**config.mk**
```make
export PLATFORM = sky130hd
export DESIGN_NAME = rsfl_ctrl
export DESIGN_NICKNAME = d
export VERILOG_FILES = /design/src/rtl/core/rsfl_pkg.sv /design/src/rtl/core/rsfl_ctrl.sv
export SDC_FILE = /design/constraint.sdc
export NUM_CORES = 1
export LEC_CHECK = 0
export BUFFER_PORTS_ARGS = -buffer_cell sky130_fd_sc_hd__buf_4
export CAP_MARGIN = 10
export CORE_MARGIN = 1
export CORE_UTILIZATION = 25
export DETAILED_ROUTE_END_ITERATION = 10
export PLACE_DENSITY = 0.55
export SLEW_MARGIN = 20
export SYNTH_ARGS = -nofsm -noshare
export SYNTH_HDL_FRONTEND = slang
export SYNTH_SLANG_ARGS = --single-unit
```
**constraint.sdc**
```tcl
create_clock -name i_clk -period 2.45 [get_ports i_clk]
set_input_delay 0.245 -clock i_clk [delete_from_list [all_inputs] [get_ports i_clk]]
set_output_delay 0.245 -clock i_clk [all_outputs]
set_load 0.01 [all_outputs]
```
**src/rtl/core/rsfl_pkg.sv**
```systemverilog
// ----------------------------------------------------------------------------
// rsfl_pkg
// Shared widths, codes and controller/datapath types for the range-split
// fifo/lifo averager.
// ----------------------------------------------------------------------------
package rsfl_pkg;

    localparam int RSFL_DEPTH   = 32;

    localparam int MODE_W       = 2;
    localparam int VALUE_IN_W   = 16;
    localparam int STATUS_W     = 3;
    localparam int VALUE_OUT_W  = 8;
    localparam int CFG_IDX_W    = 2;
    localparam int CFG_DATA_W   = 8;

    localparam logic [CFG_DATA_W-1:0] SPLIT_RESET = 8'd50;
    localparam logic [CFG_DATA_W-1:0] UPPER_RESET = 8'd99;

    // register indexes
    localparam logic [CFG_IDX_W-1:0] CFG_SPLIT = 2'd0;
    localparam logic [CFG_IDX_W-1:0] CFG_UPPER = 2'd1;

    // item modes
    localparam logic [MODE_W-1:0] MODE_PUSH       = 2'd0;
    localparam logic [MODE_W-1:0] MODE_DRAIN_FIFO = 2'd1;
    localparam logic [MODE_W-1:0] MODE_DRAIN_LIFO = 2'd2;

    // result status codes
    localparam logic [STATUS_W-1:0] ST_QUEUED  = 3'd0;
    localparam logic [STATUS_W-1:0] ST_STACKED = 3'd1;
    localparam logic [STATUS_W-1:0] ST_INVALID = 3'd2;
    localparam logic [STATUS_W-1:0] ST_FULL    = 3'd3;
    localparam logic [STATUS_W-1:0] ST_ENTRY   = 3'd4;
    localparam logic [STATUS_W-1:0] ST_AVERAGE = 3'd5;

    localparam logic SRC_FIFO = 1'b0;
    localparam logic SRC_LIFO = 1'b1;

    typedef enum logic [2:0] {
        S_IDLE,
        S_PUSH,
        S_DRN_RD,
        S_DRN_WAIT,
        S_DIV_GO,
        S_DIV_WAIT,
        S_AVG
    } t_state;

    typedef struct packed {
        logic accept;
        logic push;
        logic rd_issue;
        logic consume;
        logic div_start;
        logic load_avg;
    } t_dp_cmd;

    typedef struct packed {
        logic out_free;
        logic cnt_zero;
        logic cnt_gt1;
        logic div_busy;
    } t_dp_stat;

endpackage

```
**src/rtl/core/rsfl_ctrl.sv**
```systemverilog
// ----------------------------------------------------------------------------
// rsfl_ctrl
// Controller: takes one item at a time and sequences push, drain walk,
// divide and average beat.
// ----------------------------------------------------------------------------
module rsfl_ctrl import rsfl_pkg::*; (
    input  logic              i_clk,
    input  logic              i_rst_n,
    input  logic              i_in_valid,
    input  logic [MODE_W-1:0] i_in_mode,
    output logic              o_in_ready,
    input  t_dp_stat          i_stat,
    output t_dp_cmd           o_cmd
);

    t_state r_state, n_state;

    always_ff @(posedge i_clk) begin
        if (!i_rst_n) begin
            r_state <= S_IDLE;
        end else begin
            r_state <= n_state;
        end
    end

    always_comb begin
        n_state    = r_state;
        o_cmd      = '0;
        o_in_ready = 1'b0;
        case (r_state)
            S_IDLE: begin
                // no beat is taken while reset is held
                o_in_ready = i_rst_n;
                if (i_rst_n && i_in_valid) begin
                    o_cmd.accept = 1'b1;
                    case (i_in_mode)
                        MODE_PUSH:       n_state = S_PUSH;
                        MODE_DRAIN_FIFO: n_state = S_DRN_RD;
                        MODE_DRAIN_LIFO: n_state = S_DRN_RD;
                        default:         n_state = S_IDLE;
                    endcase
                end
            end
            S_PUSH: begin
                if (i_stat.out_free) begin
                    o_cmd.push = 1'b1;
                    n_state    = S_IDLE;
                end
            end
            S_DRN_RD: begin
                if (i_stat.cnt_zero) begin
                    n_state = S_DIV_GO;
                end else begin
                    o_cmd.rd_issue = 1'b1;
                    n_state        = S_DRN_WAIT;
                end
            end
            S_DRN_WAIT: begin
                // read data is ready, next read goes out with this beat if more than one entry is left
                if (i_stat.out_free) begin
                    o_cmd.consume = 1'b1;
                    if (i_stat.cnt_gt1) begin
                        o_cmd.rd_issue = 1'b1;
                    end else begin
                        n_state = S_DIV_GO;
                    end
                end
            end
            S_DIV_GO: begin
                o_cmd.div_start = 1'b1;
                n_state         = S_DIV_WAIT;
            end
            S_DIV_WAIT: begin
                if (!i_stat.div_busy) begin
                    n_state = S_AVG;
                end
            end
            S_AVG: begin
                if (i_stat.out_free) begin
                    o_cmd.load_avg = 1'b1;
                    n_state        = S_IDLE;
                end
            end
            default: begin
                n_state = S_IDLE;
            end
        endcase
    end

    a_div_start_busy : assert property (@(posedge i_clk) disable iff (!i_rst_n)
        o_cmd.div_start |=> i_stat.div_busy)
        else $error("divider did not start");

endmodule
```
==> out/qor.yml <==
wirelength_um: 908
wl_met3_um: 28
whs_path_depth: 3
fmax_mhz: 493
start_util: 0.284
pre_cts_ws_ns: 0.461
p_leak_uw: 0.000244
largest_reg_flops: 3
synth_nets: 63
grt_first_pass_wirelength_um: 1630
relSlewSlack: 0.697
worstPathMaxFanout: 11
grt_pass1_vias: 390
wl_per_cell_um: 11.1
irDropWorstVdd_v: 0.000257
largest_register: "r_state"
syn_to_final_growth_pct: 34.1
syn_avg_cell_area_um2: 7.70
m1WireLength_um: 462
numCtsBuffers: 3
ff2ff_path_depth: 6
num_rows: 13
synth_sequential_area_ratio: 0.153
grt_max_degree: 15
finalClockSkew_ns: 0.00176
fillers: 130
setup_viol: 0
crit_required_ns: 2.61
clock_path_buffers: 2
ctsHoldBuffers: 0
drive_above_1_share: 0.343
reg.largest.list: "r_state (3)"
synth_area_um2: 393
final_cells: 82
cts.clk_slew.worst_paths_ns: 0.04
pin_count: 16
firstDrtPassIters: 4
p_total_uw: 197
num_vias: 419
hold_viol_final: 0
post_cts_buffers: 0
ys_ff_latch: 3
cts_tree: "done"
maxSlewViolCount: 0
grt_use_total: 0.117
grt_overflow: 0
htreeDepth: 1
drv_cap: 0
antenna_found_initial: 0
setup_tns_ns: 0
syn_inst: 51
start_kind: "flip-flop"
critPathCaptureType: "flip-flop"
cp.arrival_ns: 2.19
critPathKind: "reg2reg"
status: "completed"
die_h_um: 41.6
tightest_slew_ns: 0.454
fin_crit_sh: 0.827
drc: 0
synth_warnings: 0
setup_ws_ns: 0.423
worstSkewPairLatency_ns: 0.23
gp_congestion: 0.747
power_density_mw_per_mm2: 374
ant_nets: 0
period_minus_slack_ns: 2.03
dp.cells: 78
fin_util: 0.381
nNetsFinal: 80
ys_types: 31
clock-sinks: 3
post_cts_resized: 0
root_buffer: "clkbuf_4"
die-area_mm2: 0.00173
worstHoldPathType: "in2reg"
rsz0062_at_grt: "false"
initialDrtViolationCount: 9
synth-edff-count: 0
synth_ff_type: "dfxtp_1"
antenna_cells: 0
io_buffers: 15
die_w_um: 41.6
top_layer_used: "met3"
via_per_inst: 5.11
synthArstFlopShare: 0
dr_wl_met2_um: 417
core-area_mm2: 0.00138
[critical path, stage by stage (launching register included)]
cell and delay (ns):
dfxtp_1 0.50, clkinv_1 0.28, ha_1 0.40, or3b_1 0.40, a211oi_2 0.19, o21ai_1 0.09, o21ai_2 0.10
[placed cells by master, fill, tap and decap left out, types with 2 or more instances in the layout]
cell type	count
nor3_1	3
a21oi_1	3
nand2_1	4
nor2_1	3
ha_1	3
nor4b_1	3
nor2b_1	2
buf_4	15
inv_1	3
clkbuf_4	3
dfxtp_1	3
and3_1	3
[worst paths after layout]
kind | from | endpoint | slack (ns)
worst max-delay path | r_state[1]$_SDFFE_PN0P_ | r_state[1]$_SDFFE_PN0P_ | 0.42
worst min-delay path | i_rst_n | r_state[1]$_SDFFE_PN0P_ | 0.31
worst max register to register | r_state[1]$_SDFFE_PN0P_ | r_state[1]$_SDFFE_PN0P_ | 0.42
worst min register to register | r_state[1]$_SDFFE_PN0P_ | r_state[1]$_SDFFE_PN0P_ | 0.63
[power breakdown]
part | switching [µW] | internal [µW] | total, µW
sequential | 6.74 | 51.4 | 58.1
combinational | 25.0 | 29.0 | 54.1
clock | 23.7 | 60.9 | 84.6
[cells by family after synthesis]
| logic type | count (synthesis) | share of synthesized area |
|---|---|---|
| simple gates | 24 | 0.373 |
| compound gates | 13 | 0.255 |
| buf+inv | 7 | 0.0987 |
| fa+ha+maj | 3 | 0.0956 |
| flops | 3 | 0.153 |
| mux | 1 | 0.0255 |
[per-stage QoR]
| step | instance area (µm²) | hold WS, ns |
|---|---|---|
| 3_3_place_gp | 500 | 0.546 |
| 2_1_floorplan | 393 | 0.394 |
| 6_report | 527 | 0.313 |
| 3_5_place_dp | 500 | 0.542 |
| 4_1_cts | 527 | 0.305 |
| 5_1_grt | 527 | 0.312 |
[layout make-up]
type                    instances  area, µm²  area share
well taps                      15       18.8      0.0356
repair buffers                 15        113       0.214
multi-input cells              41        294       0.558
inverters                       4       15.0      0.0285
clock buffers                   4       26.3      0.0499
flip-flops and latches          3       60.1       0.114
[cell usage after synthesis (all sizes together), types with 3 or more instances]
master | instances | area share
nand2 | 4 | 0.038
a21oi | 3 | 0.038
and3 | 3 | 0.048
buf | 3 | 0.061
dfxtp | 3 | 0.15
ha | 3 | 0.096
inv | 3 | 0.029
nor2 | 3 | 0.029
nor3 | 3 | 0.038
nor4b | 3 | 0.067
o21ai | 3 | 0.048
[per-layer routing]
metal  GRT usage  vias to the layer above
li1            -                      221
met1       0.165                      191
met2       0.166                        7
met3      0.0522                        0
met4      0.0194                        0
met5           0                        -
No activity file was read; power rests on OpenSTA's default activity.
