--- src/rtl/core/rsfl_pkg.sv ---
// ----------------------------------------------------------------------------
// rsfl_pkg
// Shared widths, codes and controller/datapath types for the range-split
// fifo/lifo averager.
// ----------------------------------------------------------------------------
package rsfl_pkg;

    localparam int RSFL_DEPTH   = 32;

    localparam int MODE_W       = 2;
    localparam int VALUE_IN_W   = 16;
    localparam int STATUS_W     = 3;
    localparam int VALUE_OUT_W  = 8;
    localparam int CFG_IDX_W    = 2;
    localparam int CFG_DATA_W   = 8;

    localparam logic [CFG_DATA_W-1:0] SPLIT_RESET = 8'd50;
    localparam logic [CFG_DATA_W-1:0] UPPER_RESET = 8'd99;

    // register indexes
    localparam logic [CFG_IDX_W-1:0] CFG_SPLIT = 2'd0;
    localparam logic [CFG_IDX_W-1:0] CFG_UPPER = 2'd1;

    // item modes
    localparam logic [MODE_W-1:0] MODE_PUSH       = 2'd0;
    localparam logic [MODE_W-1:0] MODE_DRAIN_FIFO = 2'd1;
    localparam logic [MODE_W-1:0] MODE_DRAIN_LIFO = 2'd2;

    // result status codes
    localparam logic [STATUS_W-1:0] ST_QUEUED  = 3'd0;
    localparam logic [STATUS_W-1:0] ST_STACKED = 3'd1;
    localparam logic [STATUS_W-1:0] ST_INVALID = 3'd2;
    localparam logic [STATUS_W-1:0] ST_FULL    = 3'd3;
    localparam logic [STATUS_W-1:0] ST_ENTRY   = 3'd4;
    localparam logic [STATUS_W-1:0] ST_AVERAGE = 3'd5;

    localparam logic SRC_FIFO = 1'b0;
    localparam logic SRC_LIFO = 1'b1;

    typedef enum logic [2:0] {
        S_IDLE,
        S_PUSH,
        S_DRN_RD,
        S_DRN_WAIT,
        S_DIV_GO,
        S_DIV_WAIT,
        S_AVG
    } t_state;

    typedef struct packed {
        logic accept;
        logic push;
        logic rd_issue;
        logic consume;
        logic div_start;
        logic load_avg;
    } t_dp_cmd;

    typedef struct packed {
        logic out_free;
        logic cnt_zero;
        logic cnt_gt1;
        logic div_busy;
    } t_dp_stat;

endpackage

--- src/rtl/core/rsfl_ram.sv ---
// ----------------------------------------------------------------------------
// rsfl_ram
// Simple dual-port RAM, one write and one read port, registered read data
// that holds while no read is issued.
// ----------------------------------------------------------------------------
module rsfl_ram #(
    parameter int WIDTH = 8,
    parameter int DEPTH = 32
) (
    input  logic                     i_clk,
    input  logic                     i_we,
    input  logic [$clog2(DEPTH)-1:0] i_waddr,
    input  logic [WIDTH-1:0]         i_wdata,
    input  logic                     i_re,
    input  logic [$clog2(DEPTH)-1:0] i_raddr,
    output logic [WIDTH-1:0]         o_rdata
);

    logic [WIDTH-1:0] r_mem [DEPTH];
    logic [WIDTH-1:0] r_rdata;

    always_ff @(posedge i_clk) begin
        if (i_we) begin
            r_mem[i_waddr] <= i_wdata;
        end
        if (i_re) begin
            r_rdata <= r_mem[i_raddr];
        end
    end

    assign o_rdata = r_rdata;

endmodule

--- src/rtl/core/rsfl_div.sv ---
// ----------------------------------------------------------------------------
// rsfl_div
// Restoring divider, one quotient bit per cycle, for the drain average.
// ----------------------------------------------------------------------------
module rsfl_div #(
    parameter int NUM_W = 14,
    parameter int DEN_W = 6
) (
    input  logic             i_clk,
    input  logic             i_rst_n,
    input  logic             i_start,
    input  logic [NUM_W-1:0] i_num,
    input  logic [DEN_W-1:0] i_den,
    output logic             o_busy,
    output logic [NUM_W-1:0] o_quo
);

    localparam int CNT_W = $clog2(NUM_W);

    logic             r_busy, n_busy;
    logic [CNT_W-1:0] r_cnt, n_cnt;
    logic [NUM_W-1:0] r_quo, n_quo;
    logic [DEN_W-1:0] r_rem, n_rem;
    logic [DEN_W-1:0] r_den, n_den;
    logic [DEN_W:0]   trial;
    logic             fits;

    assign trial = {r_rem, r_quo[NUM_W-1]};
    assign fits  = trial >= {1'b0, r_den};

    always_comb begin
        n_busy = r_busy;
        n_cnt  = r_cnt;
        n_quo  = r_quo;
        n_rem  = r_rem;
        n_den  = r_den;
        if (i_start) begin
            n_busy = 1'b1;
            n_cnt  = CNT_W'(NUM_W - 1);
            n_quo  = i_num;
            n_rem  = '0;
            n_den  = i_den;
        end else if (r_busy) begin
            // shift the next dividend bit in, keep the quotient bit in its place
            n_rem = fits ? DEN_W'(trial - {1'b0, r_den}) : trial[DEN_W-1:0];
            n_quo = {r_quo[NUM_W-2:0], fits};
            n_cnt = r_cnt - 1'b1;
            if (r_cnt == '0) begin
                n_busy = 1'b0;
            end
        end
    end

    always_ff @(posedge i_clk) begin
        if (!i_rst_n) begin
            r_busy <= 1'b0;
        end else begin
            r_busy <= n_busy;
        end
        r_cnt <= n_cnt;
        r_quo <= n_quo;
        r_rem <= n_rem;
        r_den <= n_den;
    end

    assign o_busy = r_busy;
    assign o_quo  = r_quo;

endmodule

--- src/rtl/core/rsfl_dp.sv ---
// ----------------------------------------------------------------------------
// rsfl_dp
// Datapath: config registers, both stores with their pointers and counts,
// drain sum, divider and the result register.
// ----------------------------------------------------------------------------
module rsfl_dp import rsfl_pkg::*; #(
    parameter int DEPTH = RSFL_DEPTH
) (
    input  logic                         i_clk,
    input  logic                         i_rst_n,
    input  t_dp_cmd                      i_cmd,
    output t_dp_stat                     o_stat,
    input  logic        [MODE_W-1:0]     i_mode,
    input  logic signed [VALUE_IN_W-1:0] i_value,
    input  logic                         i_cfg_we,
    input  logic        [CFG_IDX_W-1:0]  i_cfg_idx,
    input  logic        [CFG_DATA_W-1:0] i_cfg_data,
    input  logic                         i_out_ready,
    output logic                         o_out_valid,
    output logic        [STATUS_W-1:0]   o_out_status,
    output logic        [VALUE_OUT_W-1:0] o_out_value,
    output logic                         o_out_source,
    output logic                         o_out_last
);

    localparam int AW = $clog2(DEPTH);
    localparam int CW = $clog2(DEPTH + 1);
    localparam int SW = VALUE_OUT_W + CW;

    logic [CFG_DATA_W-1:0]  r_split, r_upper;
    logic [AW-1:0]          r_head, n_head;
    logic [CW-1:0]          r_fifo_cnt, n_fifo_cnt;
    logic [CW-1:0]          r_lifo_cnt, n_lifo_cnt;
    logic [VALUE_IN_W-1:0]  r_val;
    logic                   r_src;
    logic [SW-1:0]          r_sum, n_sum;
    logic [CW-1:0]          r_n, n_n;

    logic                   r_out_valid, n_out_valid;
    logic [STATUS_W-1:0]    r_out_status, n_out_status;
    logic [VALUE_OUT_W-1:0] r_out_value, n_out_value;
    logic                   r_out_source, n_out_source;
    logic                   r_out_last, n_out_last;

    logic                   out_free;
    logic [AW-1:0]          head_inc;
    logic [CW:0]            tail_sum;
    logic [AW-1:0]          tail;
    logic                   invalid, to_fifo, fifo_full, lifo_full;
    logic [CW-1:0]          sel_cnt;
    logic                   fifo_we, lifo_we;
    logic [AW-1:0]          fifo_raddr, lifo_raddr;
    logic [VALUE_OUT_W-1:0] fifo_rdata, lifo_rdata, rdata;
    logic                   div_busy;
    logic [SW-1:0]          quo;

    assign out_free = !r_out_valid || i_out_ready;
    assign head_inc = (r_head == AW'(DEPTH - 1)) ? '0 : r_head + 1'b1;

    // tail = (head + count) mod depth, the sum stays below twice the depth
    assign tail_sum = (CW + 1)'(r_head) + (CW + 1)'(r_fifo_cnt);
    assign tail     = (tail_sum >= (CW + 1)'(DEPTH)) ? AW'(tail_sum - (CW + 1)'(DEPTH))
                                                     : AW'(tail_sum);

    assign invalid   = r_val[VALUE_IN_W-1] || (r_val[VALUE_IN_W-2:0] >
                       (VALUE_IN_W - 1)'(r_upper));
    assign to_fifo   = r_val[VALUE_OUT_W-1:0] < r_split;
    assign fifo_full = r_fifo_cnt == CW'(DEPTH);
    assign lifo_full = r_lifo_cnt == CW'(DEPTH);
    assign sel_cnt   = r_src ? r_lifo_cnt : r_fifo_cnt;

    assign fifo_we    = i_cmd.push && !invalid && to_fifo && !fifo_full;
    assign lifo_we    = i_cmd.push && !invalid && !to_fifo && !lifo_full;
    assign fifo_raddr = i_cmd.consume ? head_inc : r_head;
    assign lifo_raddr = i_cmd.consume ? AW'(r_lifo_cnt - CW'(2)) : AW'(r_lifo_cnt - CW'(1));
    assign rdata      = r_src ? lifo_rdata : fifo_rdata;

    rsfl_ram #(
        .WIDTH (VALUE_OUT_W),
        .DEPTH (DEPTH)
    ) u_fifo_ram (
        .i_clk   (i_clk),
        .i_we    (fifo_we),
        .i_waddr (tail),
        .i_wdata (r_val[VALUE_OUT_W-1:0]),
        .i_re    (i_cmd.rd_issue && !r_src),
        .i_raddr (fifo_raddr),
        .o_rdata (fifo_rdata)
    );

    rsfl_ram #(
        .WIDTH (VALUE_OUT_W),
        .DEPTH (DEPTH)
    ) u_lifo_ram (
        .i_clk   (i_clk),
        .i_we    (lifo_we),
        .i_waddr (AW'(r_lifo_cnt)),
        .i_wdata (r_val[VALUE_OUT_W-1:0]),
        .i_re    (i_cmd.rd_issue && r_src),
        .i_raddr (lifo_raddr),
        .o_rdata (lifo_rdata)
    );

    rsfl_div #(
        .NUM_W (SW),
        .DEN_W (CW)
    ) u_div (
        .i_clk   (i_clk),
        .i_rst_n (i_rst_n),
        .i_start (i_cmd.div_start),
        .i_num   (r_sum),
        .i_den   (r_n),
        .o_busy  (div_busy),
        .o_quo   (quo)
    );

    always_comb begin
        n_head       = r_head;
        n_fifo_cnt   = r_fifo_cnt;
        n_lifo_cnt   = r_lifo_cnt;
        n_sum        = r_sum;
        n_n          = r_n;
        n_out_valid  = r_out_valid && !i_out_ready;
        n_out_status = r_out_status;
        n_out_value  = r_out_value;
        n_out_source = r_out_source;
        n_out_last   = r_out_last;

        if (i_cmd.accept) begin
            n_sum = '0;
            n_n   = '0;
        end

        if (i_cmd.push) begin
            n_out_valid = 1'b1;
            n_out_value = '0;
            n_out_last  = 1'b1;
            if (invalid) begin
                n_out_status = ST_INVALID;
                n_out_source = SRC_FIFO;
            end else if (to_fifo) begin
                n_out_source = SRC_FIFO;
                n_out_status = fifo_full ? ST_FULL : ST_QUEUED;
                if (!fifo_full) begin
                    n_fifo_cnt = r_fifo_cnt + 1'b1;
                end
            end else begin
                n_out_source = SRC_LIFO;
                n_out_status = lifo_full ? ST_FULL : ST_STACKED;
                if (!lifo_full) begin
                    n_lifo_cnt = r_lifo_cnt + 1'b1;
                end
            end
        end

        if (i_cmd.consume) begin
            n_out_valid  = 1'b1;
            n_out_status = ST_ENTRY;
            n_out_value  = rdata;
            n_out_source = r_src;
            n_out_last   = 1'b0;
            n_sum        = r_sum + SW'(rdata);
            n_n          = r_n + 1'b1;
            if (r_src) begin
                n_lifo_cnt = r_lifo_cnt - 1'b1;
            end else begin
                n_head     = head_inc;
                n_fifo_cnt = r_fifo_cnt - 1'b1;
            end
        end

        if (i_cmd.load_avg) begin
            n_out_valid  = 1'b1;
            n_out_status = ST_AVERAGE;
            // an empty drain averages to zero
            n_out_value  = (r_n == '0) ? '0 : quo[VALUE_OUT_W-1:0];
            n_out_source = r_src;
            n_out_last   = 1'b1;
        end
    end

    always_ff @(posedge i_clk) begin
        if (!i_rst_n) begin
            r_split     <= SPLIT_RESET;
            r_upper     <= UPPER_RESET;
            r_head      <= '0;
            r_fifo_cnt  <= '0;
            r_lifo_cnt  <= '0;
            r_out_valid <= 1'b0;
        end else begin
            if (i_cfg_we && i_cfg_idx == CFG_SPLIT) begin
                r_split <= i_cfg_data;
            end
            if (i_cfg_we && i_cfg_idx == CFG_UPPER) begin
                r_upper <= i_cfg_data;
            end
            r_head      <= n_head;
            r_fifo_cnt  <= n_fifo_cnt;
            r_lifo_cnt  <= n_lifo_cnt;
            r_out_valid <= n_out_valid;
        end
        if (i_cmd.accept) begin
            r_val <= i_value;
            r_src <= (i_mode == MODE_DRAIN_LIFO);
        end
        r_sum        <= n_sum;
        r_n          <= n_n;
        r_out_status <= n_out_status;
        r_out_value  <= n_out_value;
        r_out_source <= n_out_source;
        r_out_last   <= n_out_last;
    end

    assign o_stat.out_free = out_free;
    assign o_stat.cnt_zero = sel_cnt == '0;
    assign o_stat.cnt_gt1  = sel_cnt > CW'(1);
    assign o_stat.div_busy = div_busy;

    assign o_out_valid  = r_out_valid;
    assign o_out_status = r_out_status;
    assign o_out_value  = r_out_value;
    assign o_out_source = r_out_source;
    assign o_out_last   = r_out_last;

    a_fifo_cnt_bound : assert property (@(posedge i_clk) disable iff (!i_rst_n)
        r_fifo_cnt <= CW'(DEPTH))
        else $error("fifo count beyond depth");

    a_lifo_cnt_bound : assert property (@(posedge i_clk) disable iff (!i_rst_n)
        r_lifo_cnt <= CW'(DEPTH))
        else $error("lifo count beyond depth");

    a_load_into_free : assert property (@(posedge i_clk) disable iff (!i_rst_n)
        (i_cmd.push || i_cmd.consume || i_cmd.load_avg) |-> out_free)
        else $error("result register overwritten before its beat was taken");

    a_consume_nonempty : assert property (@(posedge i_clk) disable iff (!i_rst_n)
        i_cmd.consume |-> sel_cnt != '0)
        else $error("drain step on an empty store");

endmodule

--- config.mk ---
export PLATFORM = sky130hd
export DESIGN_NAME = rsfl_dp
export DESIGN_NICKNAME = d
export VERILOG_FILES = /design/src/rtl/core/rsfl_pkg.sv /design/src/rtl/core/rsfl_ram.sv /design/src/rtl/core/rsfl_div.sv /design/src/rtl/core/rsfl_dp.sv
export SDC_FILE = /design/constraint.sdc
export NUM_CORES = 1
export LEC_CHECK = 0
export BUFFER_PORTS_ARGS = -buffer_cell sky130_fd_sc_hd__buf_2
export CORE_MARGIN = 2
export CORE_UTILIZATION = 55
export DETAILED_ROUTE_END_ITERATION = 12
export GPL_TIMING_DRIVEN = 0
export MAX_ROUTING_LAYER = met4
export PLACE_DENSITY = 0.71
export SLEW_MARGIN = 30
export SYNTH_ARGS = -nofsm -noshare
export SYNTH_HDL_FRONTEND = slang
export SYNTH_SLANG_ARGS = --single-unit
export TNS_END_PERCENT = 10
--- constraint.sdc ---
create_clock -name i_clk -period 10.5 [get_ports i_clk]
set_input_delay 0.525 -clock i_clk [delete_from_list [all_inputs] [get_ports i_clk]]
set_output_delay 0.525 -clock i_clk [all_outputs]
set_load 0.1 [all_outputs]
==> results by group <==
Hold path
  – Worst Hold Class: input port to flip-flop

Global route
  – Global-route wire length before repair: 103000 um
  – Number of global-route vias before repair: 17.3k
  – Largest net degree at the start of global routing: 23
  – Total Routing Usage GR: 26.9%
  – Antenna violations before repair: 2
  – GRT overflow: 0

Setup path
  – Req. time, crit path: 10.71 ns
  – Critical path launch point type: flip-flop
  – Critical Path AT: 4.47 ns
  – Setup CP Type: flip-flop to flip-flop
  – Slowest cell on crit path: edfxtp_1
  – Critical Path Sink Type: flip-flop
  – Crit path max-delay family: simple AND/OR/NAND/NOR gates
  – Buf/Inv on CP: 2
  – Crit-path cells: inv_1 -> ha_1 -> and3_1 -> nand2_1 -> or2_1 -> a2111oi_4 -> and2_1 -> buf_4 -> nand3_1 -> nor2_1
  – Critical Path Max Stage Delay: 0.81 ns
  – Crit-path max FO: 15

Clocking
  – # H-tree levels: 3
  – Num Clock Sinks: 643
  – Maximum root-to-sink buffer count: 3
  – CTS tree: done
  – Resize count post-CTS: 0
  – Num CTS Buffers: 66
  – Hold_buf cts: 0
  – CTS root buffer: clkbuf_16
  – Clock Latency Late Sink: 0.61 ns
  – Clock transition at path regs: 0.06 ns
  – Number of setup buffers added after CTS: 0

Pwr
  – Total power: 6250 uW
  – Pleak: 0.0109 uW
  – IR drop worst, VDD: 0.111 mV
  – Power per standard cell area: 199 nW/um2

Synthesis
  – Average cell area after synthesis: 14.4 um2
  – Mapped Nets: 2009
  – Synth Cell Area: 27600 um2
  – Post-synth EDFFs: 594
  – Gate Count Post-Synth: 1920
  – Post-synthesis sequential area ratio: 68.1%
  – Flops & latches, synth: 643
  – Async SR Flop Fraction: 0%
  – YS warnings: 0
  – Post-synthesis cell type count: 75
  – Top FF cell, synth: edfxtp_1

Floorplanning
  – Core area: 49900 um2
  – Die ar.: 52000 um2
  – Initial core utilization: 55.4%
  – # IOs: 56
  – # rows: 82
  – Die Ht: 228 um
  – DIE WIDTH: 228 um

Place
  – Gp weighted congestion: 0.927
  – HPWL after DPL: 46800 um
  – # port buffers: 54

Timing
  – Final worst-path cycle share: 40.6%
  – Setup TNS: 0 ns
  – RSZ-0062 raised after global routing: no
  – Finish-stage setup viols: 0
  – Max Fclk: 235 MHz
  – Fin. max-slew vios: 0
  – Worst Clk Skew: 0.0266 ns
  – Final min period: 4.26 ns
  – Worst Tran Pin Value: 0.957 ns
  – Worst slew margin: 34.4%
  – Final Hold Viols: 0

Route
  – 1st-pass router iterations: 8
  – Antenna viol nets, final: 0
  – DRC viols: 0
  – DR WL/cell: 24.0 um
  – Post-Route WL: 67300 um
  – Initial drt markers: 2123
  – Vias/cell: 6.20
  – Vias post-DR: 17.3k

Job
  – MaxCap Viol Count: 0

Finish
  – # fillers: 3623
  – Area Growth Syn to Fin: 13.8%
  – Ratio of cells with drive above 1 in the final layout: 17.3%
  – Final nets: 2161

Outcome
  – Status: completed
==> flip-flops by register name (all words and copies together), names as in the netlist, 3 cells and up <==
signal              flops
u_div.r_rem             6
r_val                  16
o_out_status            3
u_fifo_ram.o_rdata      8
r_fifo_cnt              6
o_out_value             8
u_fifo_ram.r_mem      256
r_head                  5
u_div.r_cnt             4
u_lifo_ram.o_rdata      8
r_upper                 8
u_lifo_ram.r_mem      256
r_split                 8
u_div.r_den             6
r_sum                  14
r_lifo_cnt              6
u_div.o_quo            14
r_n                     6
==> power breakdown <==
part | switching (uW) | internal [uW] | total (uW)
Combinational | 569 | 302 | 872
Clock | 981 | 1450 | 2430
Sequential | 51.7 | 2900 | 2950
==> per-layer routing <==
layer | track usage [%] | wire [um] | part of all wire, % | vias up
li1 | - | - | - | 7656
met1 | 36.3 | 28000 | 42 | 8701
met2 | 40.8 | 31500 | 47 | 850
met3 | 5.25 | 5630 | 8.4 | 137
met4 | 10.4 | 2180 | 3.2 | 0
met5 | - | 0 | 0 | -
==> cell families (layout without fill, tap and decap cells) <==
| group | after synthesis | after routing | synth area share (%) |
|---|---|---|---|
| XOR/XNOR | 29 | 29 | 0.947 |
| other | 0 | 1 | 0 |
| AO/OA/AOI/OAI | 260 | 260 | 6.33 |
| AND/OR/NAND/NOR | 639 | 639 | 11.0 |
| buffers and inverters | 155 | 360 | 2.56 |
| multiplexers | 143 | 143 | 8.63 |
| adder cells (fa/ha/maj) | 51 | 51 | 2.39 |
| flip-flops | 643 | 643 | 68.1 |
==> cell usage in the layout (no fill, tap or decap), types with 12 or more instances in the layout <==
cell and n:
a211oi_1 12, a21o_1 12, a21oi_1 45, a31oi_1 62
and3_1 29, buf_2 88, buf_6 25, buf_8 12
clkbuf_1 58, clkbuf_16 68, clkinv_2 15, dfxtp_1 49
edfxtp_1 594, ha_1 48, inv_1 49, mux2_2 29
mux2i_1 39, mux4_2 73, nand2_1 220, nand2b_1 27
nand3_1 123, nor2_1 120, nor2b_1 13, nor3_1 33
o211ai_1 15, o21ai_0 36, xnor2_1 17
==> synth_stat cells (all sizes together), types with 4 or more instances <==
cell	count	area share [%]
a221oi	4	0.13
o22ai	7	0.16
a22oi	5	0.15
nand2	222	3.0
o211ai	15	0.41
ha	48	2.2
and2	5	0.11
a21o	12	0.33
a211oi	12	0.33
or2	9	0.20
a32o	11	0.40
nand3b	5	0.14
xor2	12	0.41
inv	50	0.68
o21a	6	0.16
edfxtp	594	65
mux2i	40	1.4
a31oi	62	1.4
nor3	37	0.67
nand2b	27	0.61
o41ai	5	0.19
nor2b	13	0.29
nor2	125	1.8
and3	29	0.66
nand4	10	0.23
xnor2	17	0.54
nor4b	7	0.29
nand3	123	2.2
o21ai	47	0.85
dfxtp	49	3.6
a21oi	47	0.88
nor4bb	4	0.14
mux4	73	6.0
clkbuf	49	0.67
a311oi	10	0.34
mux2	30	1.2
buf	56	1.2
or3	9	0.20
==> cell type report <==
class | instances | area, um2 | share of cell area, %
Timing Repair Buffer | 84 | 653 | 2.08
Clock inverter | 43 | 500 | 1.59
Antenna cell | 1 | 2.50 | 0.00796
Sequential cell | 643 | 18800 | 59.9
Clock buffer | 78 | 1750 | 5.57
Multi-Input combinational cell | 1122 | 8160 | 26.0
Tap cell | 672 | 841 | 2.68
Buffer | 105 | 519 | 1.65
Inverter | 50 | 188 | 0.597
==> final timing paths <==
kind | start | cells after the start | slack, ns | endpoint
hold reg to reg | o_out_status[2]$_SDFFE_PP1P_ | 2 | 0.46 | o_out_status[2]$_SDFFE_PP1P_
setup / recovery | r_val[0]$_DFFE_PP_ | 10 | 6.24 | u_lifo_ram.r_mem[29][0]$_DFFE_PP_
hold / removal | i_value[5] | 1 | 0.11 | r_val[5]$_DFFE_PP_
setup reg to reg | r_val[0]$_DFFE_PP_ | 10 | 6.24 | u_lifo_ram.r_mem[29][0]$_DFFE_PP_
==> metrics by stage <==
stage / area [um2] / hold WS (ns) / cells / setup WS [ns] / util (%)
global placement: 28700 / 0.448 / 2646 / 4.60 / 57.6
finish: 31400 / 0.110 / 2798 / 6.24 / 63.0
CTS: 31400 / 0.0824 / 2797 / 6.23 / 63.0
global route: 31400 / 0.0898 / 2798 / 6.04 / 63.0
floorplan: 27600 / 0.450 / 1920 / 6.66 / -
detailed placement: 29200 / 0.454 / 2676 / 6.28 / 58.5
Note: power is estimated with default switching activity, not from simulation.
